**src/vad_pkg.sv**
```systemverilog
package vad_pkg;

    localparam int SampleWindow   = 25;
    localparam int VarianceWindow = 25;
    localparam int SampleBits     = 10;
    localparam int IdxW           = 5;
    localparam int VarW           = 27;
    localparam int SpreadW        = 52;
    localparam int TimeW          = 32;
    localparam int CfgW           = 52;
    localparam int CfgIdxW        = 2;

    // Numerator and divisor widths for the two modes of the shared serial divider.
    localparam int NumW1 = 40;
    localparam int NumW2 = 72;
    localparam int DivW1 = 10;
    localparam int DivW2 = 10;

    localparam logic [DivW1-1:0] SampleDen   = DivW1'(SampleWindow * (SampleWindow - 1));
    localparam logic [DivW2-1:0] VarianceDen = DivW2'(VarianceWindow * (VarianceWindow - 1));

    localparam logic [VarW-1:0]    VarMax    = '1;
    localparam logic [SpreadW-1:0] SpreadMax = '1;

    localparam logic [CfgIdxW-1:0] RegThreshold = 2'd0;
    localparam logic [CfgIdxW-1:0] RegOnDelay   = 2'd1;
    localparam logic [CfgIdxW-1:0] RegOffDelay  = 2'd2;

    typedef enum logic [2:0] {
        t_IDLE,
        t_SDIV,
        t_VUPD,
        t_VMUL,
        t_VDIV,
        t_TIME,
        t_OUT
    } t_state;

    // Control from the sequencer to the serial divider.
    typedef struct packed {
        logic start;
        logic wide;
    } t_div_ctl;

    typedef struct packed {
        logic busy;
        logic done;
    } t_div_sts;

endpackage

```
**src/vad_div.sv**
```systemverilog
// Restoring divider, one quotient bit per cycle, shared by both variance stages.
module vad_div (
    input  logic                       i_clk,
    input  logic                       i_rst_n,
    input  vad_pkg::t_div_ctl          i_ctl,
    input  logic [vad_pkg::NumW2-1:0]  i_num,
    input  logic [vad_pkg::DivW2-1:0]  i_den,
    output vad_pkg::t_div_sts          o_sts,
    output logic [vad_pkg::NumW2-1:0]  o_quo
);
    import vad_pkg::*;

    logic [NumW2-1:0] r_shift, n_shift;
    logic [DivW2:0]   r_rem, n_rem;
    logic [6:0]       r_cnt, n_cnt;
    logic             r_busy, n_busy;
    logic             r_done, n_done;
    logic [DivW2:0]   w_trial;

    // Shift in one numerator bit, subtract the divisor if it fits.
    always_comb begin
        n_shift = r_shift;
        n_rem   = r_rem;
        n_cnt   = r_cnt;
        n_busy  = r_busy;
        n_done  = 1'b0;
        w_trial = {r_rem[DivW2-1:0], r_shift[NumW2-1]};
        if (i_ctl.start) begin
            n_shift = i_num;
            n_rem   = '0;
            n_cnt   = i_ctl.wide ? 7'(NumW2) : 7'(NumW1);
            if (!i_ctl.wide) n_shift = {i_num[NumW1-1:0], (NumW2-NumW1)'(0)};
            n_busy  = 1'b1;
        end else if (r_busy) begin
            if (w_trial >= {1'b0, i_den}) begin
                n_rem   = w_trial - {1'b0, i_den};
                n_shift = {r_shift[NumW2-2:0], 1'b1};
            end else begin
                n_rem   = w_trial;
                n_shift = {r_shift[NumW2-2:0], 1'b0};
            end
            n_cnt = r_cnt - 7'd1;
            if (r_cnt == 7'd1) begin
                n_busy = 1'b0;
                n_done = 1'b1;
            end
        end
    end

    always_ff @(posedge i_clk) begin
        if (!i_rst_n) begin
            r_busy <= 1'b0;
            r_done <= 1'b0;
            r_cnt  <= '0;
        end else begin
            r_busy <= n_busy;
            r_done <= n_done;
            r_cnt  <= n_cnt;
        end
        r_shift <= n_shift;
        r_rem   <= n_rem;
    end

    assign o_sts.busy = r_busy;
    assign o_sts.done = r_done;
    // Narrow mode leaves the quotient in the low bits as well.
    assign o_quo = r_shift;
endmodule

```
**config.mk**
```make
export PLATFORM = sky130hd
export DESIGN_NAME = vad_div
export DESIGN_NICKNAME = d
export VERILOG_FILES = /design/src/vad_pkg.sv /design/src/vad_div.sv
export SDC_FILE = /design/constraint.sdc
export NUM_CORES = 1
export LEC_CHECK = 0
export BUFFER_PORTS_ARGS = -buffer_cell sky130_fd_sc_hd__buf_2
export CAP_MARGIN = 5
export CELL_PAD_IN_SITES_DETAIL_PLACEMENT = 1
export CELL_PAD_IN_SITES_GLOBAL_PLACEMENT = 1
export CORE_UTILIZATION = 31
export CTS_CLUSTER_DIAMETER = 30
export CTS_CLUSTER_SIZE = 40
export DETAILED_ROUTE_END_ITERATION = 10
export GPL_TIMING_DRIVEN = 0
export PLACE_DENSITY_LB_ADDON = 0.1
export SETUP_SLACK_MARGIN = 0.3
export SLEW_MARGIN = 20
export SYNTH_ARGS = -nofsm -noshare
export SYNTH_HDL_FRONTEND = slang
export SYNTH_SLANG_ARGS = --single-unit
```
**constraint.sdc**
```tcl
create_clock -name i_clk -period 2.85 [get_ports i_clk]
set_clock_uncertainty 0.05 [all_clocks]
set_input_delay 0.57 -clock i_clk [delete_from_list [all_inputs] [get_ports i_clk]]
set_output_delay 0.57 -clock i_clk [all_outputs]
set_load 0.1 [all_outputs]
```
==> metrics.yaml, run 1 <==
floorplanning:
  core_sq_um: 14530
  start_util: 0.3168
  die_h_um: 123.9
  io_pins: 160
  dieArea_sq_um: 15340
  die_w_um: 123.9
  rows: 44
layout:
  fin_util: 0.4211
  nets: 684
  layout-drive-gt1-share: 0.3305
  area_delta_synth_final_pct: 32.91
  fill_cells: 1689
  antennaDiodeCount: 0
  final_area_sq_um: 6120
worst_hold_path:
  min_path_type: "input port to register"
detailed_routing:
  drt-initial-drc-count: 142
  routed_wl_mm: 13.92
  routed_via_density: 4.965
  drc: 0
  num_vias: 3843
  drt-wirelength-per-cell_um: 17.98
  ant_nets: 0
  first_pass_iters: 4
sta:
  relSlewSlack: 0.4629
  min_period_ns: 2.492
  max_freq_mhz: 401.3
  drv_slew: 0
  tns_ns: 0
  setup_viol: 0
  finalCritPeriodShare: 0.8743
  finalHoldViolCount: 0
  worst_slew_pin_slew_ns: 0.8056
  rsz0062_at_grt: "true"
  hold_slack_ns: 0.4441
yosys:
  async_reset_ff_frac: 0
  syn-num-nets: 512
  synth_top_area_share: 0.4696
  synth_seq_cells: 91
  ys_types: 46
  synth-edff-count: 72
  synth_mux_area_frac: 0.08696
  yosys.area.top_type: "edfxtp_1"
  synth_fa_ha_area_frac: 0.03696
  synth_most_common_cell: "edfxtp_1"
  yosys-top-cells-count: "edfxtp_1, nor2_1, a21oi_1, mux2i_1, a22o_1"
  yosysWarnings: 0
  synth_top_family_by_area: "compound AO/OA/AOI/OAI gates"
  synth-simple-area-share: 0.09457
  syn_avg_cell_area_sq_um: 11.15
  synthFlopType: "edfxtp_1"
  synth_area_sq_um: 4604
  synth-compound-area-share: 0.1674
  yosysSeqAreaShare: 0.5522
  yosys-top-cells-area: "edfxtp_1, mux2i_1, dfxtp_1"
  syn_inst: 413
  synth-xor-area-share: 0.02283
critical_path:
  cp-start-kind: "input port"
  worstSetupEndpointType: "register"
  critical_path_class: "input port to register"
  path_cells: "buf_2 -> inv_1 -> ha_1 -> nand3_1 -> or4_4 -> o31a_1 -> and3_4 -> buf_6 -> or3_1 -> a311oi_1"
  cp_top_family: "simple AND/OR/NAND/NOR gates"
  critical_path.max_stage_delay_ns: 0.44
  worstPathMaxFanout: 9
  critPathBufInv: 3
  arrival_ns: 2.69
  cp.required_ns: 3.04
  cp_slowest_cell: "or4_4"
global_route:
  grt_first_pass_wirelength_mm: 21.39
  overflow: 0
  antenna_found_initial: 1
  grt_pass1_vias: 4032
  grt_max_degree: 34
  grt_util_all_layers: 0.1869
clock_network:
  cts_tree: "built"
  cts_buffers: 9
  clk_latency_ns: 0.34
  cts.sinks: 91
  ctsHoldBuffers: 0
  cts.path.max_buffers: 2
  htreeDepth: 3
  root_buffer: "clkbuf_16"
  clk_pin_slew_ns: 0.07
placed_design:
  placed_cell_area_sq_um: 5669
  place_congestion: 0.7866
  place.port_buffers: 158
  dpl.hpwl_mm: 10.31
power_and_ir_drop:
  leakagePower_nw: 2.666
  ir_drop_uv: 298.8
  power_density_nw_per_um2: 742.1
status:
  status: "completed"
run:
  drv_cap: 0
## logic make-up after synthesis
logic type                 Yosys count
AOI/OAI and AO/OA                  112
xor gates and xnor gates            12
adders and majority gates           13
buffers and inverters               44
DFF                                 91
muxes                               40
and+or+nand+nor                    101
## metal layers
metal	track usage	share of wire
met3	0.04991	0.059
met1	0.2334	0.43
met5	0	0.00079
met2	0.3125	0.49
met4	0.05949	0.011
## registers in the layout, indices dropped and copies added, names as in the netlist
signal	count
o_quo	72
r_busy	1
r_cnt	7
r_done	1
r_rem	10
## worst reg2reg max path, cell delays in order, from the launching register on
cell and delay (ns):
dfxtp_2 0.35, ha_4 0.31, nand3_2 0.10, o21bai_2 0.21, a2111o_1 0.44, and3_4 0.19
buf_6 0.14, or3_1 0.35, a311oi_1 0.26
## through the flow
stage | cells | worst slack [ns] | power [W]
floorplan | 413 | -0.1295 | 0.002846
global route | 774 | 0.2635 | 0.004729
finish | 774 | 0.3582 | 0.004541
detailed placement | 757 | -0.1215 | 0.003156
global placement | 755 | -0.5845 | 0.003137
CTS | 773 | 0.3017 | 0.004584
## area by class of cell
type / instances / area, sq um / share of cell area
Sequential cell: 91 / 2545 / 0.4159
Multi-Input combinational cell: 278 / 1982 / 0.3239
Timing Repair Buffer: 161 / 838.3 / 0.1370
Tap cell: 184 / 230.2 / 0.03762
Clock buffer: 9 / 225.2 / 0.03680
Buffer: 27 / 116.4 / 0.01901
Clock inverter: 7 / 115.1 / 0.01881
Inverter: 17 / 67.56 / 0.01104
## report_power, final
| part | internal [W] | switching [W] | leakage, nW |
|---|---|---|---|
| sequential | 0.00160 | 0.0000872 | 0.885 |
| combinational | 0.000324 | 0.00115 | 1.62 |
| clock | 0.000857 | 0.000532 | 0.163 |
## timing repair
action,4_1_cts,5_1_grt
resized for setup,4,8
setup buffers,0,1
hold endpoints to repair,0,0
pin swaps,0,1
setup endpoints to repair,1,3
## worst paths after layout
path,startpoint,end,slack (ns),depth (start not counted)
hold / removal,i_rst_n,r_cnt[5],0.44,3
hold reg to reg,r_cnt[1],r_cnt[1],0.49,2
setup / recovery,i_den[8],r_rem[4],0.36,10
setup reg to reg,r_rem[1],r_rem[4],0.37,8
## cells in the final DEF (no fill, tap or decap), types with 2 or more instances in the layout
cell type   instances
mux2i_1            40
a31oi_1             2
xor2_1              7
nor3_1              4
edfxtp_1           72
nor2b_1             3
inv_1              15
a311oi_1            4
a21o_1              5
a211oi_1            5
nor2_1             60
or3_1               3
a21oi_1            45
o22ai_1             3
nand3_1             5
o311a_1             2
o21ai_0             2
a22o_1             31
xnor2_1             5
o21ai_1             2
nand2_1            17
clkbuf_1           20
dfxtp_2             2
dfxtp_1            17
buf_12              2
ha_1                5
buf_2             158
bufinv_16           3
clkbuf_16           9
buf_4               3
buf_1               4
o21a_1              2
ha_4                7
clkinvlp_4          2
Note: power is estimated with default switching activity, not from simulation.
==> run 2: changes to the inputs <==
CORE_UTILIZATION = 30   (was 31)
==> run 2 against run 1 <==
Effect of this change: largest power group unchanged; critical endpoint unchanged; cell count decreased by 0.26%; via count unchanged; first-iteration DRC count increased by 20%; global-route usage increased by 0.28 points; count of clock-buffer cells in the layout unchanged; fmax increased by 0.29%; combinational power about the same; highest routed layer is now met4; routed wire length increased by 1.5%; register-to-register slack about the same; sequential power about the same.
==> metrics.yaml, run 2 (synthesis gave the netlist of run 1 again) <==
detailed_routing:
  drc: 0
  drt-initial-drc-count: 171
  ant_nets: 0
  drt-wirelength-per-cell_um: 18.31
  routed_wl_mm: 14.13
  routed_via_density: 4.978
  num_vias: 3843
  first_pass_iters: 4
clock_network:
  clk_latency_ns: 0.35
  ctsHoldBuffers: 0
  cts.sinks: 91
  cts_buffers: 9
  cts.path.max_buffers: 2
  clk_pin_slew_ns: 0.07
  cts_tree: "built"
  cts_setup_buffers: 0
  htreeDepth: 3
  root_buffer: "clkbuf_16"
sta:
  finalCritPeriodShare: 0.8718
  rsz0062_at_grt: "true"
  max_freq_mhz: 402.5
  min_period_ns: 2.485
  setup_viol: 0
  worst_slew_pin_slew_ns: 0.8008
  relSlewSlack: 0.4661
  hold_slack_ns: 0.4326
  finalHoldViolCount: 0
  drv_slew: 0
global_route:
  grt_max_degree: 33
  grt_pass1_vias: 4170
  overflow: 0
  grt_first_pass_wirelength_mm: 22.83
  grt_util_all_layers: 0.1896
  antenna_found_initial: 0
layout:
  fill_cells: 1699
  nets: 683
  mostFrequentLayoutCell: "buf_2"
  layout-drive-gt1-share: 0.3316
  antennaDiodeCount: 0
  largest_register_ff_count: 72
  area_delta_synth_final_pct: 32.55
  final_cell_mix: "buf_2, edfxtp_1, nor2_1"
  fin_util: 0.4137
critical_path:
  cp.required_ns: 3.06
  ff2ff_path_depth: 8
  critical_path_class: "register to register"
  worst_r2r_endpoint: "r_rem[4]"
  worstPathMaxFanout: 9
  cp-start-kind: "register"
  arrival_ns: 2.69
  worstSetupEndpointType: "register"
  r2r_setup_slack_ns: 0.37
  timing.rr.start: "r_rem[1]"
power_and_ir_drop:
  p_sw_frac: 0.3885
  p_switching_w: 0.001762
  power_density_nw_per_um2: 743.1
  intPower_w: 0.002773
  power.total_w: 0.004536
  p_seq_frac: 0.372
  comb_power_share: 0.323
  pwr-share-clk: 0.306
  ir_drop_uv: 351.5
  leakagePower_nw: 2.669
placed_design:
  place.port_buffers: 158
  dpl.hpwl_mm: 10.57
  place_congestion: 0.7990
worst_hold_path:
  worstHoldStart: "i_rst_n"
  min_to: "r_cnt[5]"
  min_path_type: "input port to register"
  worstHoldPathCells: 3
floorplanning:
  io_pins: 160
  die_w_um: 125.9
  rows: 44
  die_h_um: 125.9
  dieArea_sq_um: 15850
  start_util: 0.3121
  core_sq_um: 14750
status:
  status: "completed"
run:
  drv_cap: 0
[run 2: worst max path at each step]
stage,startpoint,endpoint,slack [ns],cells past startpoint
final,r_rem[1],r_rem[4],0.37,8
after detailed placement,i_den[2],r_rem[4],-0.06,10
after CTS,r_rem[4],r_rem[4],0.33,8
after global placement,i_ctl[1],o_quo[41],-0.59,4
after global routing,o_quo[71],r_rem[8],0.27,10
after floorplan,o_quo[71],r_rem[4],-0.13,9
[run 2: what timing repair did]
action,in CTS,in global routing
setup endpoints to repair,1,3
gates resized for setup,3,11
pin swaps,0,1
[run 2: power by group through the flow]
stage	Sequential (W)	Clock [W]	Combinational [W]
2_1_floorplan	0.00248	0	0.000362
3_3_place_gp	0.00171	0	0.00143
3_5_place_dp	0.00171	0	0.00145
4_1_cts	0.00168	0.00143	0.00146
5_1_grt	0.00170	0.00148	0.00155
6_report	0.00169	0.00139	0.00146
[run 2: final cells by class]
| type | count | area (sq um) | share of cell area |
|---|---|---|---|
| Sequential cell | 91 | 2545 | 0.4170 |
| Multi-Input combinational cell | 278 | 1976 | 0.3237 |
| Timing Repair Buffer | 160 | 830.8 | 0.1361 |
| Tap cell | 184 | 230.2 | 0.03772 |
| Clock buffer | 9 | 225.2 | 0.03690 |
| Buffer | 27 | 116.4 | 0.01907 |
| Clock inverter | 6 | 112.6 | 0.01845 |
| Inverter | 17 | 67.56 | 0.01107 |
[run 2: routing by layer]
layer	track usage	wire [um]	vias to the layer above
met5	0	0	-
met4	0.04394	116	0
met3	0.06924	889	7
met2	0.3208	7048	90
met1	0.2293	6077	1873
li1	-	-	1873
[run 2: per-stage QoR]
step	setup slack, ns	std cells	instance area, sq um	setup TNS [ns]
global route	0.2697	772	6103	0
floorplan	-0.1295	413	4608	-0.1295
CTS	0.3291	772	6045	0
detailed placement	-0.05905	757	5669	-0.05905
finish	0.3653	772	6103	0
global placement	-0.5860	755	5629	-42.01
[run 2: critical path, stage by stage (launching register included)]
cell,delay [ns]
dfxtp_2,0.35
ha_4,0.30
nand3_1,0.11
or4_4,0.54
o31a_1,0.14
and3_4,0.18
buf_6,0.13
or3_1,0.35
a311oi_1,0.25
